### config.mk
export PLATFORM = sky130hd
export DESIGN_NAME = master_alarm_annunciator_unit
export DESIGN_NICKNAME = d
export VERILOG_FILES = /design/src/sv/mam_pkg.sv /design/src/sv/mam_light_store.sv /design/src/sv/mam_event_core.sv /design/src/sv/master_alarm_annunciator_unit.sv
export VERILOG_INCLUDE_DIRS = /design/src /design/src/sv
export SDC_FILE = /design/constraint.sdc
export NUM_CORES = 1
export LEC_CHECK = 0
export BUFFER_PORTS_ARGS = -buffer_cell sky130_fd_sc_hd__buf_2
export CORE_ASPECT_RATIO = 0.6
export CORE_MARGIN = 2
export CORE_UTILIZATION = 40
export DETAILED_ROUTE_END_ITERATION = 12
export PLACE_DENSITY = 0.65
export SLEW_MARGIN = 40
export SYNTH_ARGS = -nofsm -noshare
export SYNTH_HDL_FRONTEND = slang
export SYNTH_SLANG_ARGS = --single-unit
### constraint.sdc
create_clock -name clk_i -period 8.6 [get_ports clk_i]
set_clock_uncertainty 0.15 [all_clocks]
set_input_delay 2.58 -clock clk_i [delete_from_list [all_inputs] [get_ports clk_i]]
set_output_delay 2.58 -clock clk_i [all_outputs]
set_load 0.02 [all_outputs]
### src/sv/assert_macros.svh
// Assertion macros used by the annunciator event core.
// Each macro expands to one labeled concurrent assertion that is disabled
// while the active-low reset is asserted.
`ifndef ASSERT_MACROS_SVH
`define ASSERT_MACROS_SVH

// Same-cycle implication: whenever ante holds, cons holds too.
`define ASSERT_IMPL(lbl, clk, rstn, ante, cons, msg) \
  lbl: assert property (@(posedge clk) disable iff (!rstn) (ante) |-> (cons)) \
    else $error(msg);

// Next-cycle implication: whenever ante holds, cons holds in the next cycle.
`define ASSERT_NEXT(lbl, clk, rstn, ante, cons, msg) \
  lbl: assert property (@(posedge clk) disable iff (!rstn) (ante) |=> (cons)) \
    else $error(msg);

`endif

### src/sv/mam_pkg.sv
package mam_pkg;

  localparam int DEF_LIGHTS_PER_PANEL = 30;
  localparam int LIGHT_INDEX_W        = 6;
  localparam int CFG_IDX_W            = 3;
  localparam int CFG_DATA_W           = 16;

  typedef enum logic [2:0] {
    OP_SET_LIGHT    = 3'd0,
    OP_FAIL_LIGHT   = 3'd1,
    OP_PRESS        = 3'd2,
    OP_RELEASE      = 3'd3,
    OP_SELECT_POWER = 3'd4,
    OP_ARM_INHIBIT  = 3'd5
  } op_e;

  typedef enum logic [CFG_IDX_W-1:0] {
    CFG_OPERATING_MODE    = 3'd0,
    CFG_LAMP_TEST         = 3'd1,
    CFG_UPLINK_TEST       = 3'd2,
    CFG_TONE_ENABLE       = 3'd3,
    CFG_VOLTAGE_THRESHOLD = 3'd4
  } cfg_idx_e;

  localparam logic [1:0]  MODE_BOOST      = 2'd1;
  localparam logic [1:0]  LAMP_TEST_LEFT  = 2'd1;
  localparam logic [1:0]  LAMP_TEST_RIGHT = 2'd2;
  localparam logic [1:0]  SUPPLY_NONE     = 2'd0;
  localparam logic [1:0]  SUPPLY_ONE      = 2'd1;
  localparam logic [1:0]  SUPPLY_TWO      = 2'd2;
  localparam logic        TONE_ENABLE_RST = 1'b1;
  localparam logic [15:0] VTHRESH_RST     = 16'd20000;

  typedef struct packed {
    logic [2:0]               operation;
    logic [LIGHT_INDEX_W-1:0] light_index;
    logic                     flag;
    logic [1:0]               power_source;
    logic [15:0]              bus_voltage;
  } in_word_t;

  typedef struct packed {
    logic alarm_active;
    logic alarm_tone;
    logic left_master_lamp;
    logic right_master_lamp;
    logic light_on;
    logic light_failed;
    logic button_held;
    logic power_ok;
  } out_word_t;

  typedef struct packed {
    logic failed;
    logic lit;
  } light_word_t;

  typedef struct packed {
    logic                     en;
    logic [LIGHT_INDEX_W-1:0] addr;
    light_word_t              word;
  } light_wr_t;

  typedef struct packed {
    logic [1:0]  operating_mode;
    logic [1:0]  lamp_test;
    logic [1:0]  uplink_test;
    logic        tone_enable;
    logic [15:0] voltage_threshold;
  } cfg_t;

endpackage

### src/sv/mam_light_store.sv
module mam_light_store #(
  parameter int LIGHT_COUNT = 2 * mam_pkg::DEF_LIGHTS_PER_PANEL
) (
  input  logic                                 clk_i,
  input  logic                                 rst_ni,
  input  logic [mam_pkg::LIGHT_INDEX_W-1:0]    rd_idx_i,
  input  mam_pkg::light_wr_t                   wr_i,
  output mam_pkg::light_word_t                 rd_word_o
);

  localparam int AW = $clog2(LIGHT_COUNT);

  mam_pkg::light_word_t mem [LIGHT_COUNT];
  logic [LIGHT_COUNT-1:0] valid_q;

  logic                 rd_in_range;
  logic [AW-1:0]        rd_addr;
  logic [AW-1:0]        wr_addr;
  mam_pkg::light_word_t mem_rd_q;
  logic                 vld_rd_q;
  logic                 byp_q;
  mam_pkg::light_word_t byp_word_q;

  assign rd_in_range = {1'b0, rd_idx_i} < (mam_pkg::LIGHT_INDEX_W + 1)'(LIGHT_COUNT);
  assign rd_addr     = rd_in_range ? rd_idx_i[AW-1:0] : '0;
  assign wr_addr     = wr_i.addr[AW-1:0];

  // Entries never written read as dark and not failed.
  always_ff @(posedge clk_i or negedge rst_ni) begin
    if (!rst_ni) begin
      valid_q  <= '0;
      vld_rd_q <= 1'b0;
      byp_q    <= 1'b0;
    end else begin
      if (wr_i.en) begin
        valid_q[wr_addr] <= 1'b1;
      end
      vld_rd_q <= valid_q[rd_addr];
      byp_q    <= wr_i.en && (wr_i.addr == rd_idx_i);
    end
  end

  always_ff @(posedge clk_i) begin
    if (wr_i.en) begin
      mem[wr_addr] <= wr_i.word;
    end
    mem_rd_q   <= mem[rd_addr];
    byp_word_q <= wr_i.word;
  end

  // A write landing on the same edge as the read is forwarded.
  assign rd_word_o = byp_q ? byp_word_q : (vld_rd_q ? mem_rd_q : '0);

endmodule

### src/sv/mam_event_core.sv
`include "assert_macros.svh"

module mam_event_core #(
  parameter int LIGHT_COUNT = 2 * mam_pkg::DEF_LIGHTS_PER_PANEL
) (
  input  logic                 clk_i,
  input  logic                 rst_ni,
  input  logic                 s1_vld_i,
  input  mam_pkg::in_word_t    s1_item_i,
  input  mam_pkg::light_word_t rd_word_i,
  input  mam_pkg::cfg_t        cfg_i,
  output mam_pkg::light_wr_t   wr_o,
  output logic                 res_vld_o,
  output mam_pkg::out_word_t   res_word_o
);

  logic       alarm_q, alarm_d;
  logic       inhibit_q, inhibit_d;
  logic [1:0] supply_q, supply_d;
  logic       button_q, button_d;

  logic                 res_vld_q;
  mam_pkg::out_word_t   res_q, res_d;

  logic                 in_range;
  mam_pkg::light_word_t cur_word;
  mam_pkg::light_word_t new_word;
  logic                 live;
  logic                 pwr;
  logic                 enabled;

  assign in_range = {1'b0, s1_item_i.light_index}
                    < (mam_pkg::LIGHT_INDEX_W + 1)'(LIGHT_COUNT);
  assign cur_word = in_range ? rd_word_i : '0;

  always_comb begin
    alarm_d      = alarm_q;
    inhibit_d    = inhibit_q;
    supply_d     = supply_q;
    button_d     = button_q;
    wr_o.en      = 1'b0;
    wr_o.addr    = s1_item_i.light_index;
    wr_o.word    = cur_word;
    if (s1_vld_i) begin
      unique case (s1_item_i.operation)
        mam_pkg::OP_SET_LIGHT: begin
          if (in_range) begin
            // A rising light raises the alarm unless an armed inhibit eats it.
            if (s1_item_i.flag && !cur_word.lit) begin
              if (inhibit_q) begin
                inhibit_d = 1'b0;
              end else begin
                alarm_d = 1'b1;
              end
            end
            wr_o.en       = 1'b1;
            wr_o.word.lit = s1_item_i.flag;
          end
        end
        mam_pkg::OP_FAIL_LIGHT: begin
          if (in_range) begin
            wr_o.en          = 1'b1;
            wr_o.word.failed = s1_item_i.flag;
          end
        end
        mam_pkg::OP_PRESS: begin
          alarm_d  = 1'b0;
          button_d = 1'b1;
        end
        mam_pkg::OP_RELEASE: begin
          button_d = 1'b0;
        end
        mam_pkg::OP_SELECT_POWER: begin
          supply_d = s1_item_i.power_source;
          if (s1_item_i.power_source != mam_pkg::SUPPLY_NONE) begin
            alarm_d = 1'b1;
          end
        end
        mam_pkg::OP_ARM_INHIBIT: begin
          inhibit_d = 1'b1;
        end
        default: begin
        end
      endcase
    end
  end

  assign new_word = wr_o.en ? wr_o.word : cur_word;
  assign live     = s1_item_i.bus_voltage > cfg_i.voltage_threshold;
  assign pwr      = live && ((supply_d == mam_pkg::SUPPLY_ONE) ||
                             (supply_d == mam_pkg::SUPPLY_TWO));
  assign enabled  = cfg_i.operating_mode != mam_pkg::MODE_BOOST;

  always_comb begin
    res_d.alarm_active      = alarm_d;
    res_d.alarm_tone        = alarm_d && pwr && cfg_i.tone_enable;
    res_d.left_master_lamp  = live && ((alarm_d && enabled) ||
                              ((cfg_i.lamp_test == mam_pkg::LAMP_TEST_LEFT) && enabled) ||
                              cfg_i.uplink_test[0]);
    res_d.right_master_lamp = live && (alarm_d ||
                              (cfg_i.lamp_test == mam_pkg::LAMP_TEST_RIGHT) ||
                              cfg_i.uplink_test[1]);
    res_d.light_on          = new_word.lit;
    res_d.light_failed      = new_word.failed;
    res_d.button_held       = button_d;
    res_d.power_ok          = pwr;
  end

  always_ff @(posedge clk_i or negedge rst_ni) begin
    if (!rst_ni) begin
      alarm_q   <= 1'b0;
      inhibit_q <= 1'b0;
      supply_q  <= mam_pkg::SUPPLY_NONE;
      button_q  <= 1'b0;
      res_vld_q <= 1'b0;
    end else begin
      alarm_q   <= alarm_d;
      inhibit_q <= inhibit_d;
      supply_q  <= supply_d;
      button_q  <= button_d;
      res_vld_q <= s1_vld_i;
    end
  end

  always_ff @(posedge clk_i) begin
    if (s1_vld_i) begin
      res_q <= res_d;
    end
  end

  assign res_vld_o  = res_vld_q;
  assign res_word_o = res_q;

  `ASSERT_IMPL(a_wr_in_range, clk_i, rst_ni, wr_o.en, s1_vld_i && in_range, "light write out of range")
  `ASSERT_NEXT(a_press_clears, clk_i, rst_ni, s1_vld_i && (s1_item_i.operation == mam_pkg::OP_PRESS), !alarm_q && res_vld_q && !res_q.alarm_active, "press did not clear alarm")
  `ASSERT_NEXT(a_alarm_rise_cause, clk_i, rst_ni, !alarm_q && !(s1_vld_i && ((s1_item_i.operation == mam_pkg::OP_SET_LIGHT) || (s1_item_i.operation == mam_pkg::OP_SELECT_POWER))), !alarm_q, "alarm raised without cause")
  `ASSERT_NEXT(a_idle_no_result, clk_i, rst_ni, !s1_vld_i, !res_vld_q, "result without item")

endmodule

### src/sv/master_alarm_annunciator_unit.sv
// Master alarm annunciator: caution and warning logic for two panels of lights.
// Input channel: a command word on in_word_i is taken at each rising edge where
// start is high and busy is low. busy never rises, so a word may be issued in
// every cycle. Each word carries one operation: set or fail a light, press or
// release the master alarm button, select a power source, or arm the inhibit.
// Result channel: one result word per command, shown on res_word_o for exactly
// one cycle with out_strobe_o high. The receiver cannot stall; it must sample
// the word in that cycle. Results come out in command order.
// Each command passes the command register and then the result register, whose valid bit is the strobe.
// Throughput: one command per cycle, set by the single registered pass between
// the command register and the result register; the addressed light is read
// from the light memory at the accepting edge and forwarded when the previous
// command writes the same light.
// Configuration: cfg_we_i writes cfg_data_i into the register chosen by cfg_idx_i
// at a rising edge; it is meant to be used only while no command is in flight.
// Reset (rst_ni low, asynchronous): all lights dark and unfailed, alarm, inhibit,
// button and supply cleared, tone enabled, voltage threshold 20000 mV. No
// clearing pass is needed; the command channel is open right after reset.
module master_alarm_annunciator_unit #(
  parameter int LIGHTS_PER_PANEL = mam_pkg::DEF_LIGHTS_PER_PANEL
) (
  input  logic                              clk_i,
  input  logic                              rst_ni,
  input  logic                              start,
  output logic                              busy,
  input  mam_pkg::in_word_t                 in_word_i,
  output logic                              out_strobe_o,
  output mam_pkg::out_word_t                res_word_o,
  input  logic                              cfg_we_i,
  input  logic [mam_pkg::CFG_IDX_W-1:0]     cfg_idx_i,
  input  logic [mam_pkg::CFG_DATA_W-1:0]    cfg_data_i
);

  localparam int LIGHT_COUNT = 2 * LIGHTS_PER_PANEL;

  mam_pkg::cfg_t        cfg_q;
  logic                 accept;
  logic                 s1_vld_q;
  mam_pkg::in_word_t    s1_item_q;
  mam_pkg::light_word_t rd_word;
  mam_pkg::light_wr_t   wr_req;

  // The pass is fully pipelined, so the command channel never pushes back.
  assign busy   = 1'b0;
  assign accept = start && !busy;

  // Configuration registers. Writes to indexes past the list are dropped.
  always_ff @(posedge clk_i or negedge rst_ni) begin
    if (!rst_ni) begin
      cfg_q.operating_mode    <= '0;
      cfg_q.lamp_test         <= '0;
      cfg_q.uplink_test       <= '0;
      cfg_q.tone_enable       <= mam_pkg::TONE_ENABLE_RST;
      cfg_q.voltage_threshold <= mam_pkg::VTHRESH_RST;
    end else if (cfg_we_i) begin
      unique case (cfg_idx_i)
        mam_pkg::CFG_OPERATING_MODE:    cfg_q.operating_mode    <= cfg_data_i[1:0];
        mam_pkg::CFG_LAMP_TEST:         cfg_q.lamp_test         <= cfg_data_i[1:0];
        mam_pkg::CFG_UPLINK_TEST:       cfg_q.uplink_test       <= cfg_data_i[1:0];
        mam_pkg::CFG_TONE_ENABLE:       cfg_q.tone_enable       <= cfg_data_i[0];
        mam_pkg::CFG_VOLTAGE_THRESHOLD: cfg_q.voltage_threshold <= cfg_data_i[15:0];
        default: begin
        end
      endcase
    end
  end

  // Command register: the word under evaluation in the single pass.
  always_ff @(posedge clk_i or negedge rst_ni) begin
    if (!rst_ni) begin
      s1_vld_q <= 1'b0;
    end else begin
      s1_vld_q <= accept;
    end
  end

  always_ff @(posedge clk_i) begin
    if (accept) begin
      s1_item_q <= in_word_i;
    end
  end

  // The light memory is read with the incoming index so that the lit and
  // failed bits are ready alongside the command register.
  mam_light_store #(
    .LIGHT_COUNT (LIGHT_COUNT)
  ) u_store (
    .clk_i     (clk_i),
    .rst_ni    (rst_ni),
    .rd_idx_i  (in_word_i.light_index),
    .wr_i      (wr_req),
    .rd_word_o (rd_word)
  );

  // Latches, light update and lamp logic, ending in the result register.
  mam_event_core #(
    .LIGHT_COUNT (LIGHT_COUNT)
  ) u_core (
    .clk_i      (clk_i),
    .rst_ni     (rst_ni),
    .s1_vld_i   (s1_vld_q),
    .s1_item_i  (s1_item_q),
    .rd_word_i  (rd_word),
    .cfg_i      (cfg_q),
    .wr_o       (wr_req),
    .res_vld_o  (out_strobe_o),
    .res_word_o (res_word_o)
  );

endmodule
==> results of run 1 <==
==> routing by layer <==
layer	GRT usage	routed length [um]
met1	0.295	12900
met2	0.271	10600
met3	0.0840	3500
met4	0.0333	416
met5	0.0117	58
==> synthesized netlist by cell type, types with 8 or more instances <==
| library cell | number | area [um2] |
|---|---|---|
| or2_2 | 56 | 350 |
| nor2b_1 | 9 | 56.3 |
| mux2_2 | 21 | 236 |
| o221ai_1 | 26 | 228 |
| nand2_1 | 46 | 173 |
| nand3b_1 | 8 | 60.1 |
| edfxtp_1 | 156 | 4680 |
| inv_1 | 34 | 128 |
| dfrtp_1 | 86 | 2150 |
| mux2i_1 | 16 | 160 |
| nand3_1 | 13 | 65.1 |
| a21oi_1 | 31 | 155 |
| buf_2 | 14 | 70.1 |
| a31oi_1 | 15 | 93.8 |
| o22ai_1 | 11 | 68.8 |
| clkbuf_1 | 20 | 75.1 |
| nor2_1 | 104 | 390 |
| o21ai_0 | 41 | 205 |
| ha_1 | 16 | 200 |
==> final timing paths <==
path,from,to,depth (start not counted)
worst min-delay path,u_store.valid_q[45]$_DFFE_PN0P_,u_store.valid_q[45]$_DFFE_PN0P_,2
worst max register to register,cfg_q[11]$_DFFE_PN1P_,u_core.res_word_o[5]$_DFFE_PP_,8
min in group asynchronous,rst_ni,u_store.valid_q[28]$_DFFE_PN0P_,1
max in group asynchronous,rst_ni,u_core.button_q$_DFF_PN0_,2
worst min register to register,u_store.valid_q[45]$_DFFE_PN0P_,u_store.valid_q[45]$_DFFE_PN0P_,2
worst max-delay path,in_word_i[19],u_store.mem_rd_q[0]$_DFF_P_,7
==> cells by family after synthesis <==
logic type,synth area share
compound gates,0.108
xor+xnor,0.00570
fa+ha+maj,0.0186
buf+inv,0.0330
flops,0.658
mux,0.0390
other cells,0.000349
simple gates,0.137
==> final cells by class <==
class,instances,area (um2),share of cell area
well taps,360,450,0.0373
clock buffers,30,612,0.0507
flip-flops and latches,252,7070,0.587
repair buffers,68,369,0.0306
multi-input cells,524,3350,0.277
clock inverters,11,77.6,0.00643
inverters,35,131,0.0109
==> state kept, by name, indices dropped and copies added (netlist names) <==
name / flops
u_store.vld_rd_q: 1
u_core.supply_q: 2
u_core.alarm_q: 1
u_store.byp_q: 1
u_core.inhibit_q: 1
u_store.byp_word_q: 2
u_store.mem_rd_q: 2
u_store.mem: 120
u_store.valid_q: 60
s1_vld_q: 1
cfg_q: 23
u_core.res_word_o: 8
u_core.button_q: 1
s1_item_q: 28
u_core.res_vld_o: 1
==> critical path, stage by stage <==
cell and delay [ns]:
buf_2 0.37, buf_4 0.60, nand2_1 0.68, a211oi_1 0.37, a211oi_1 0.10, a211oi_1 0.46
o32ai_1 0.13
==> placed cells by master (no fill, tap or decap), types with 6 or more instances in the layout <==
| cell type | n |
|---|---|
| a211oi_1 | 6 |
| a21oi_1 | 31 |
| a31oi_1 | 15 |
| buf_2 | 58 |
| buf_4 | 9 |
| clkbuf_1 | 6 |
| clkbuf_16 | 23 |
| dfrtp_1 | 86 |
| dfstp_2 | 6 |
| edfxtp_1 | 156 |
| ha_1 | 16 |
| inv_1 | 34 |
| mux2_2 | 21 |
| mux2i_1 | 16 |
| nand2_1 | 46 |
| nand3_1 | 13 |
| nand3b_1 | 8 |
| nand4_1 | 7 |
| nor2_1 | 102 |
| nor2b_1 | 9 |
| o21ai_0 | 41 |
| o21ai_1 | 6 |
| o221ai_1 | 26 |
| o22ai_1 | 11 |
| or2_2 | 56 |
| xnor2_1 | 7 |
==> power groups by stage <==
stage               logic (W)  registers, W  clock network [W]
detailed placement   0.000306       0.00146                  0
finish               0.000311       0.00144           0.000970
CTS                  0.000308       0.00144           0.000985
global placement     0.000300       0.00146                  0
floorplan            0.000196       0.00145                  0
global route         0.000345       0.00144            0.00103
==> stage by stage <==
step / hold slack (ns) / power (W) / cells / cell area [um2]
2_1_floorplan: 0.277 / 0.00165 / 855 / 10800
3_3_place_gp: 0.290 / 0.00176 / 1239 / 11400
3_5_place_dp: 0.296 / 0.00176 / 1239 / 11400
4_1_cts: 0.311 / 0.00273 / 1280 / 12100
5_1_grt: 0.331 / 0.00282 / 1280 / 12100
6_report: 0.309 / 0.00272 / 1280 / 12100
==> results by group, run 1 <==
Critical path
  – Setup slack, reg-to-reg: 5.47 ns
  – CP Capture Type: flop
  – Largest fanout on the critical path: 55
  – CP Class: input pin to flop
  – WP data required: slightly below 9 ns
  – Crit path launch type: input pin
  – Arrival @ worst endpoint: 5.34 ns

Global routing
  – Total gr overflow: 0
  – GRT Util Overall: 0.199
  – First-pass GRT wire length: 42300 um
  – Largest net degree at the start of global routing: 62
  – Vias in the first global route: 6982
  – Initial antenna violation count: 1

Timing
  – RSZ-0062 raised after global routing: false
  – Final setup viols: 0
  – Fin crit share: 0.594
  – Min cycle time layout: 5.11 ns
  – Slew margin rel.: 0.428
  – Setup TNS after final layout: 0 ns
  – Setup ws final: 3.49 ns
  – Slew Limit Fails: 0
  – Fmax: 0.196 GHz
  – Final Hold Vio Count: 0
  – Least-Margin Pin Slew: 0.856 ns

Logic synthesis
  – Post-synthesis average cell area: between 10 and 15 um2
  – Post-synthesis cell area: 10800 um2
  – YS warnings: 0
  – Post-synth cell types: 70
  – #FFs+latches synth: 252
  – Syn Nets: 922
  – Async S/R FF share, synth: 0.365
  – Sequential fraction of the synthesis area: 0.658
  – Post-synth EDFFs: 156
  – Synth Instances: 855
  – Top FF cell, synth: edfxtp_1

Die
  – Row cnt: 46
  – Die area: 28200 um2
  – Die height: 131 um
  – Chip Width: between 200 and 250 um
  – Core area: 26400 um2
  – I/O pins: a little over 60
  – Initial Util: 0.407

Layout
  – Nets: 971
  – Share of cells above drive strength 1: 0.217
  – Fill cell count: between 2000 and 2500
  – Final core occ: 0.457
  – Area Growth Syn to Fin: 12.2%
  – N_diodes: 0

Run status
  – Outcome: completed

Pwr
  – Sw power: 0.000676 W
  – Clock power share: 0.357
  – Sw Share: 0.249
  – Sequential power share: 0.529
  – Cell leakage power: around 4.7 nW
  – Worst VDD drop: approximately 0.00016 V
  – Power Internal: 0.00204 W
  – Logic pwr share: 0.114
  – PD cells: 225 nW/um2

Route
  – DR vias: 7153
  – Pre-antenna DRT Iters: 8
  – Number of nets with antenna violations after routing: 0
  – Drt drc: 0
  – Avg WL per Cell: 21.5 um
  – Post-Route WL: 27500 um
  – Number of DRC markers in iteration 0: 754
  – Vias per Instance: 5.59

Clock tree
  – Skew-Pair Late Insertion Delay: 0.53 ns
  – Clock Path Buffers: 3
  – CTS Sinks: 252
  – Root Buffer: clkbuf_16
  – CTS tree: yes
  – TritonCTS Buffers: 23
  – H-tree Lvls: 1
  – Clock slew at reported path FFs: around 0.07 ns
  – Post-CTS Hold Fix Bufs: 0
  – Setup Buffers After CTS: 0
  – Post-CTS resize count: 0

Min path
  – Worst min path class: flop to flop

Place
  – Place WS: a little over 3 ns
  – GPL Wtd Cong: 0.925
  – Detailed placement HPWL: 18200 um
  – IO buf count: 59

Job
  – MaxCap Viol Count: 0
No activity file was read; power rests on OpenSTA's default activity.
==> run 2: changes to the inputs <==
--- a/config.mk
+++ b/config.mk
@@ -11,7 +11,7 @@
 export CORE_MARGIN = 2
 export CORE_UTILIZATION = 40
 export DETAILED_ROUTE_END_ITERATION = 12
-export PLACE_DENSITY = 0.65
+export PLACE_DENSITY = 0.67
 export SLEW_MARGIN = 40
 export SYNTH_ARGS = -nofsm -noshare
 export SYNTH_HDL_FRONTEND = slang
==> constraint.sdc (replaced) <==
create_clock -name clk_i -period 4.1 [get_ports clk_i]
set_clock_uncertainty 0.15 [all_clocks]
set_input_delay 1.23 -clock clk_i [delete_from_list [all_inputs] [get_ports clk_i]]
set_output_delay 1.23 -clock clk_i [all_outputs]
set_load 0.02 [all_outputs]
==> run 2 against run 1 <==
  * Total power rose by 110%
  * Largest power group unchanged
  * Final cell count up 0.94%
  * Sequential cell count stayed put
  * Sequential share of layout area is 0.87 points lower
  * Largest cell class unchanged
==> results by group, run 2 (synthesized netlist as in run 1, its figures left out) <==
Run status
  – Outcome: completed

Route
  – Avg WL per Cell: approximately 22 um
  – Number of nets with antenna violations after routing: 0
  – Drt drc: 0
  – DR vias: 7214
  – Vias per Instance: 5.58
  – Post-Route WL: 27800 um
  – Pre-antenna DRT Iters: 5
  – Number of DRC markers in iteration 0: 925

Timing
  – Fmax: 0.321 GHz
  – Least-Margin Pin Slew: 0.816 ns
  – Min cycle time layout: just over 3 ns
  – Final setup viols: 0
  – Final Hold Vio Count: 0
  – Fin crit share: 0.759
  – Setup TNS after final layout: 0 ns
  – RSZ-0062 raised after global routing: false
  – Slew Limit Fails: 0
  – Slew margin rel.: 0.455

Pwr
  – Worst VDD drop: ~0.00031 V
  – Total power: 0.00581 W
  – Cell leakage power: 4.82 nW
  – PD cells: 474 nW/um2

Place
  – IO buf count: between 50 and 60
  – Detailed placement HPWL: 19400 um
  – GPL Wtd Cong: 0.980

Clock tree
  – Post-CTS resize count: 0
  – Root Buffer: clkbuf_16
  – Clock slew at reported path FFs: roughly 0.06 ns
  – Clock Path Buffers: 3
  – CTS tree: yes
  – CTS Sinks: 252
  – Skew-Pair Late Insertion Delay: 0.51 ns
  – Post-CTS Hold Fix Bufs: 0
  – H-tree Lvls: 1
  – Setup Buffers After CTS: 0
  – TritonCTS Buffers: 23

Layout
  – Register area: 7070 um2
  – Max reg flops: between 100 and 150
  – Fill cell count: 2306
  – Share of cells above drive strength 1: 0.231
  – Multi-input logic area: 3350 um2
  – Top reg by flops: u_store.mem
  – Area Growth Syn to Fin: 13.9%
  – Commonest non-fill, non-tap cell in the layout: edfxtp_1
  – Commonest cells after routing, fill and taps aside: 156 x edfxtp_1, 102 x nor2_1, 86 x dfrtp_1
  – N_diodes: 0
  – Nets: between 900 and 1000
  – Final core occ: 0.463
  – Largest registers: u_store.mem: 120 flops, u_store.valid_q: 60 flops, s1_item_q: 28 flops

Global routing
  – Total gr overflow: 0
  – Vias in the first global route: 6995
  – Initial antenna violation count: 0
  – Largest net degree at the start of global routing: 63
  – GRT Util Overall: 0.201
  – First-pass GRT wire length: roughly 43000 um

Critical path
  – Crit path launch type: flop
  – CP Capture Type: flop
  – Largest fanout on the critical path: 4
  – WP data required: 4.17 ns
  – CP Class: flop to flop
  – Arrival @ worst endpoint: 3.18 ns

Die
  – I/O pins: 61
  – Chip Width: 216 um
  – Row cnt: 46
  – Die area: 28200 um2
  – Die height: 131 um
  – Core area: 26400 um2
  – Initial Util: 0.407

Job
  – MaxCap Viol Count: 0

Min path
  – Worst min path class: flop to flop
[run 2: changes by cell type in the layout (fill, tap and decap cells not counted), sizes merged]
cell      before  now
clkinv         9    5
buf           68   80
clkbuf        30   31
bufinv         1    2
clkinvlp       1    3
[run 2: cell type report]
| cell class | instances | share of cell area |
|---|---|---|
| Clock buffer | 31 | 0.0511 |
| Multi-Input combinational cell | 524 | 0.273 |
| Sequential cell | 252 | 0.578 |
| Timing Repair Buffer | 80 | 0.0413 |
| Clock inverter | 10 | 0.00899 |
| Inverter | 35 | 0.0107 |
| Tap cell | 360 | 0.0368 |
[run 2: per-stage QoR]
| stage | cell area [um2] | worst slack [ns] | hold slack, ns | instances |
|---|---|---|---|---|
| 6_report | 12200 | 0.988 | 0.310 | 1292 |
| 2_1_floorplan | 10800 | 0.931 | 0.277 | 855 |
| 3_3_place_gp | 11500 | 0.641 | 0.293 | 1251 |
| 5_1_grt | 12200 | 0.798 | 0.330 | 1292 |
| 4_1_cts | 12200 | 1.01 | 0.312 | 1292 |
| 3_5_place_dp | 11500 | 0.550 | 0.297 | 1251 |
[run 2: worst paths after layout]
check	from	to	slack, ns	cells after the start
max	cfg_q[11]$_DFFE_PN1P_	u_core.res_word_o[5]$_DFFE_PP_	0.99	8
min	u_store.valid_q[29]$_DFFE_PN0P_	u_store.valid_q[29]$_DFFE_PN0P_	0.31	2
max reg2reg	cfg_q[11]$_DFFE_PN1P_	u_core.res_word_o[5]$_DFFE_PP_	0.99	8
min reg2reg	u_store.valid_q[29]$_DFFE_PN0P_	u_store.valid_q[29]$_DFFE_PN0P_	0.31	2
max in group asynchronous	rst_ni	u_store.valid_q[46]$_DFFE_PN0P_	2.47	2
min in group asynchronous	rst_ni	u_store.valid_q[26]$_DFFE_PN0P_	0.54	1
[run 2: critical path, stage by stage (launching register included)]
cell and delay (ns):
dfstp_2 0.51, inv_1 0.04, ha_1 0.31, nand4_1 0.08, or2_2 0.33, nor3_1 0.45, a2111oi_0 0.18, a21oi_1 0.55
a22oi_1 0.21
[run 2: report_power, final]
| group | total [W] | leakage (nW) | internal [W] | switching, W |
|---|---|---|---|---|
| sequential | 0.00302 | 2.70 | 0.00292 | 0.0000975 |
| clock | 0.00212 | 0.351 | 0.00120 | 0.000922 |
| combinational | 0.000665 | 1.77 | 0.000258 | 0.000407 |
[run 2: per-layer routing]
metal / part of all wire / track usage
met2: 0.37 / 0.263
met1: 0.49 / 0.318
met5: 0 / 0
met4: 0.014 / 0.0389
met3: 0.12 / 0.0678
==> run 3: changes to the inputs <==
--- a/config.mk
+++ b/config.mk
@@ -11,7 +11,7 @@
 export CORE_MARGIN = 2
 export CORE_UTILIZATION = 40
 export DETAILED_ROUTE_END_ITERATION = 12
-export PLACE_DENSITY = 0.67
+export PLACE_DENSITY = 0.65
 export SLEW_MARGIN = 40
 export SYNTH_ARGS = -nofsm -noshare
 export SYNTH_HDL_FRONTEND = slang
==> constraint.sdc (replaced) <==
create_clock -name clk_i -period 3.2 [get_ports clk_i]
set_clock_uncertainty 0.15 [all_clocks]
set_input_delay 0.96 -clock clk_i [delete_from_list [all_inputs] [get_ports clk_i]]
set_output_delay 0.96 -clock clk_i [all_outputs]
set_load 0.02 [all_outputs]
==> run 3 against run 2 <==
  * Sequential share of layout area decreased by 0.81 points
  * Fmax increased by 6.3%
  * Total power increased by 32%
  * Global-route usage increased by 0.58 points
  * Critical endpoint unchanged
  * Sequential cell count unchanged
  * Final cell count increased by 1.3%
==> results by group, run 3 (synthesized netlist as in run 1, its figures left out) <==
Global routing
  – GRT Util Overall: 0.207
  – Initial antenna violation count: 1
  – Total gr overflow: 0
  – Vias in the first global route: 6999
  – First-pass GRT wire length: 43700 um
  – Largest net degree at the start of global routing: 62

Clock tree
  – H-tree Lvls: 1
  – Clock Path Buffers: 3
  – CTS tree: yes
  – CTS Sinks: 252
  – Setup Buffers After CTS: 0
  – Post-CTS Hold Fix Bufs: 0
  – Post-CTS resize count: 0
  – Clock slew at reported path FFs: 0.06 ns
  – TritonCTS Buffers: 23
  – Skew-Pair Late Insertion Delay: 0.52 ns
  – Root Buffer: clkbuf_16

Timing
  – Setup TNS after final layout: 0 ns
  – RSZ-0062 raised after global routing: false
  – Final Hold Vio Count: 0
  – Final setup viols: 0
  – Slew margin rel.: 0.383
  – Setup ws final: 0.274 ns
  – Fmax: 0.342 GHz
  – Min cycle time layout: 2.93 ns
  – Least-Margin Pin Slew: roughly 0.9 ns
  – Fin crit share: 0.914
  – Slew Limit Fails: 0

Route
  – Post-Route WL: between 20000 and 30000 um
  – Pre-antenna DRT Iters: 6
  – Drt drc: 0
  – Vias per Instance: 5.57
  – Number of nets with antenna violations after routing: 0
  – Number of DRC markers in iteration 0: 891
  – Avg WL per Cell: 22.0 um
  – DR vias: 7297

Critical path
  – WP data required: 3.28 ns
  – Crit path launch type: flop
  – Largest fanout on the critical path: 4
  – CP Class: flop to flop
  – CP Capture Type: flop
  – Setup slack, reg-to-reg: between 0.2 and 0.3 ns
  – Worst r2r dst: u_core.res_word_o[5]$_DFFE_PP_
  – FF-to-FF Start: cfg_q[11]$_DFFE_PN1P_
  – Worst-case reg-to-reg path depth: 9
  – Arrival @ worst endpoint: between 3 and 4 ns

Layout
  – Register area: 7070 um2
  – Share of cells above drive strength 1: 0.244
  – Largest registers: u_store.mem: 120 flops, u_store.valid_q: 60 flops, s1_item_q: 28 flops
  – Final core occ: 0.470
  – Area Growth Syn to Fin: 15.5%
  – Commonest cells after routing, fill and taps aside: 156 x edfxtp_1, 102 x nor2_1, 86 x dfrtp_1
  – N_diodes: 0
  – Top reg by flops: u_store.mem
  – Multi-input logic area: 3350 um2
  – Commonest non-fill, non-tap cell in the layout: edfxtp_1
  – Nets: 1000
  – Fill cell count: 2357
  – Max reg flops: 120

Die
  – Die height: around 130 um
  – Chip Width: 216 um
  – Row cnt: 46
  – Die area: 28200 um2
  – I/O pins: 61
  – Initial Util: 0.407
  – Core area: about 26000 um2

Pwr
  – PD cells: 615 nW/um2
  – Cell leakage power: roughly 4.9 nW
  – Worst VDD drop: 0.000334 V

Place
  – GPL Wtd Cong: 0.964
  – Place WS: 0.0564 ns
  – Detailed placement HPWL: 20000 um
  – IO buf count: 59

Min path
  – Worst min path class: input pin to async pin

Run status
  – Outcome: completed

Job
  – MaxCap Viol Count: 0
## run 3: changes by cell type in the layout (fill, tap and decap cells not counted), moves of 2 or more
cell	delta
clkinvlp_4	-3
clkinv_2	+2
bufinv_16	+2
buf_4	+16
## run 3: per-stage QoR
step	total power [W]	instances	area (um2)	hold WS (ns)
finish	0.00764	1309	12400	0.250
floorplan	0.00442	855	10800	0.277
detailed placement	0.00480	1268	11600	0.297
global route	0.00791	1309	12400	0.266
CTS	0.00765	1309	12400	0.259
global placement	0.00479	1268	11600	0.292
## run 3: routing by layer
metal  part of all wire  track usage  vias to the layer above
li1                   -            -                     3284
met1               0.49        0.328                     3569
met2               0.37        0.259                      400
met3               0.13       0.0792                       44
met4              0.017       0.0454                        0
met5                  0            0                        -
## run 3: final cells by class
class | count | share of cell area
Clock buffer | 29 | 0.0490
Clock inverter | 12 | 0.0130
Inverter | 35 | 0.0106
Multi-Input combinational cell | 524 | 0.270
Sequential cell | 252 | 0.570
Tap cell | 360 | 0.0363
Timing Repair Buffer | 97 | 0.0520
## run 3: worst max-delay path, cell delays in order (launching register included)
cell and delay [ns]:
dfstp_2 0.51, inv_1 0.04, ha_1 0.32, nand4_1 0.09, or2_2 0.33, nor3_1 0.53, a2111oi_0 0.22, a21oi_1 0.17
buf_4 0.18, a22oi_1 0.10
## run 3: worst max-delay path by stage
stage,slack [ns],start,end,cells past startpoint
2_1_floorplan,0.03,s1_vld_q$_DFF_PN0_,u_store.mem[0][0]$_DFFE_PP_,3
3_3_place_gp,0.07,in_word_i[24],u_store.mem_rd_q[0]$_DFF_P_,8
3_5_place_dp,0.06,in_word_i[22],u_store.mem_rd_q[0]$_DFF_P_,8
4_1_cts,0.32,cfg_q[11]$_DFFE_PN1P_,u_core.res_word_o[5]$_DFFE_PP_,9
5_1_grt,0.13,cfg_q[14]$_DFFE_PN1P_,u_core.res_word_o[5]$_DFFE_PP_,9
6_report,0.27,cfg_q[11]$_DFFE_PN1P_,u_core.res_word_o[5]$_DFFE_PP_,9
## run 3: power breakdown
group	leakage (nW)	switching [W]	internal, W
clock	0.380	0.00122	0.00167
sequential	2.70	0.000119	0.00374
combinational	1.86	0.000539	0.000352
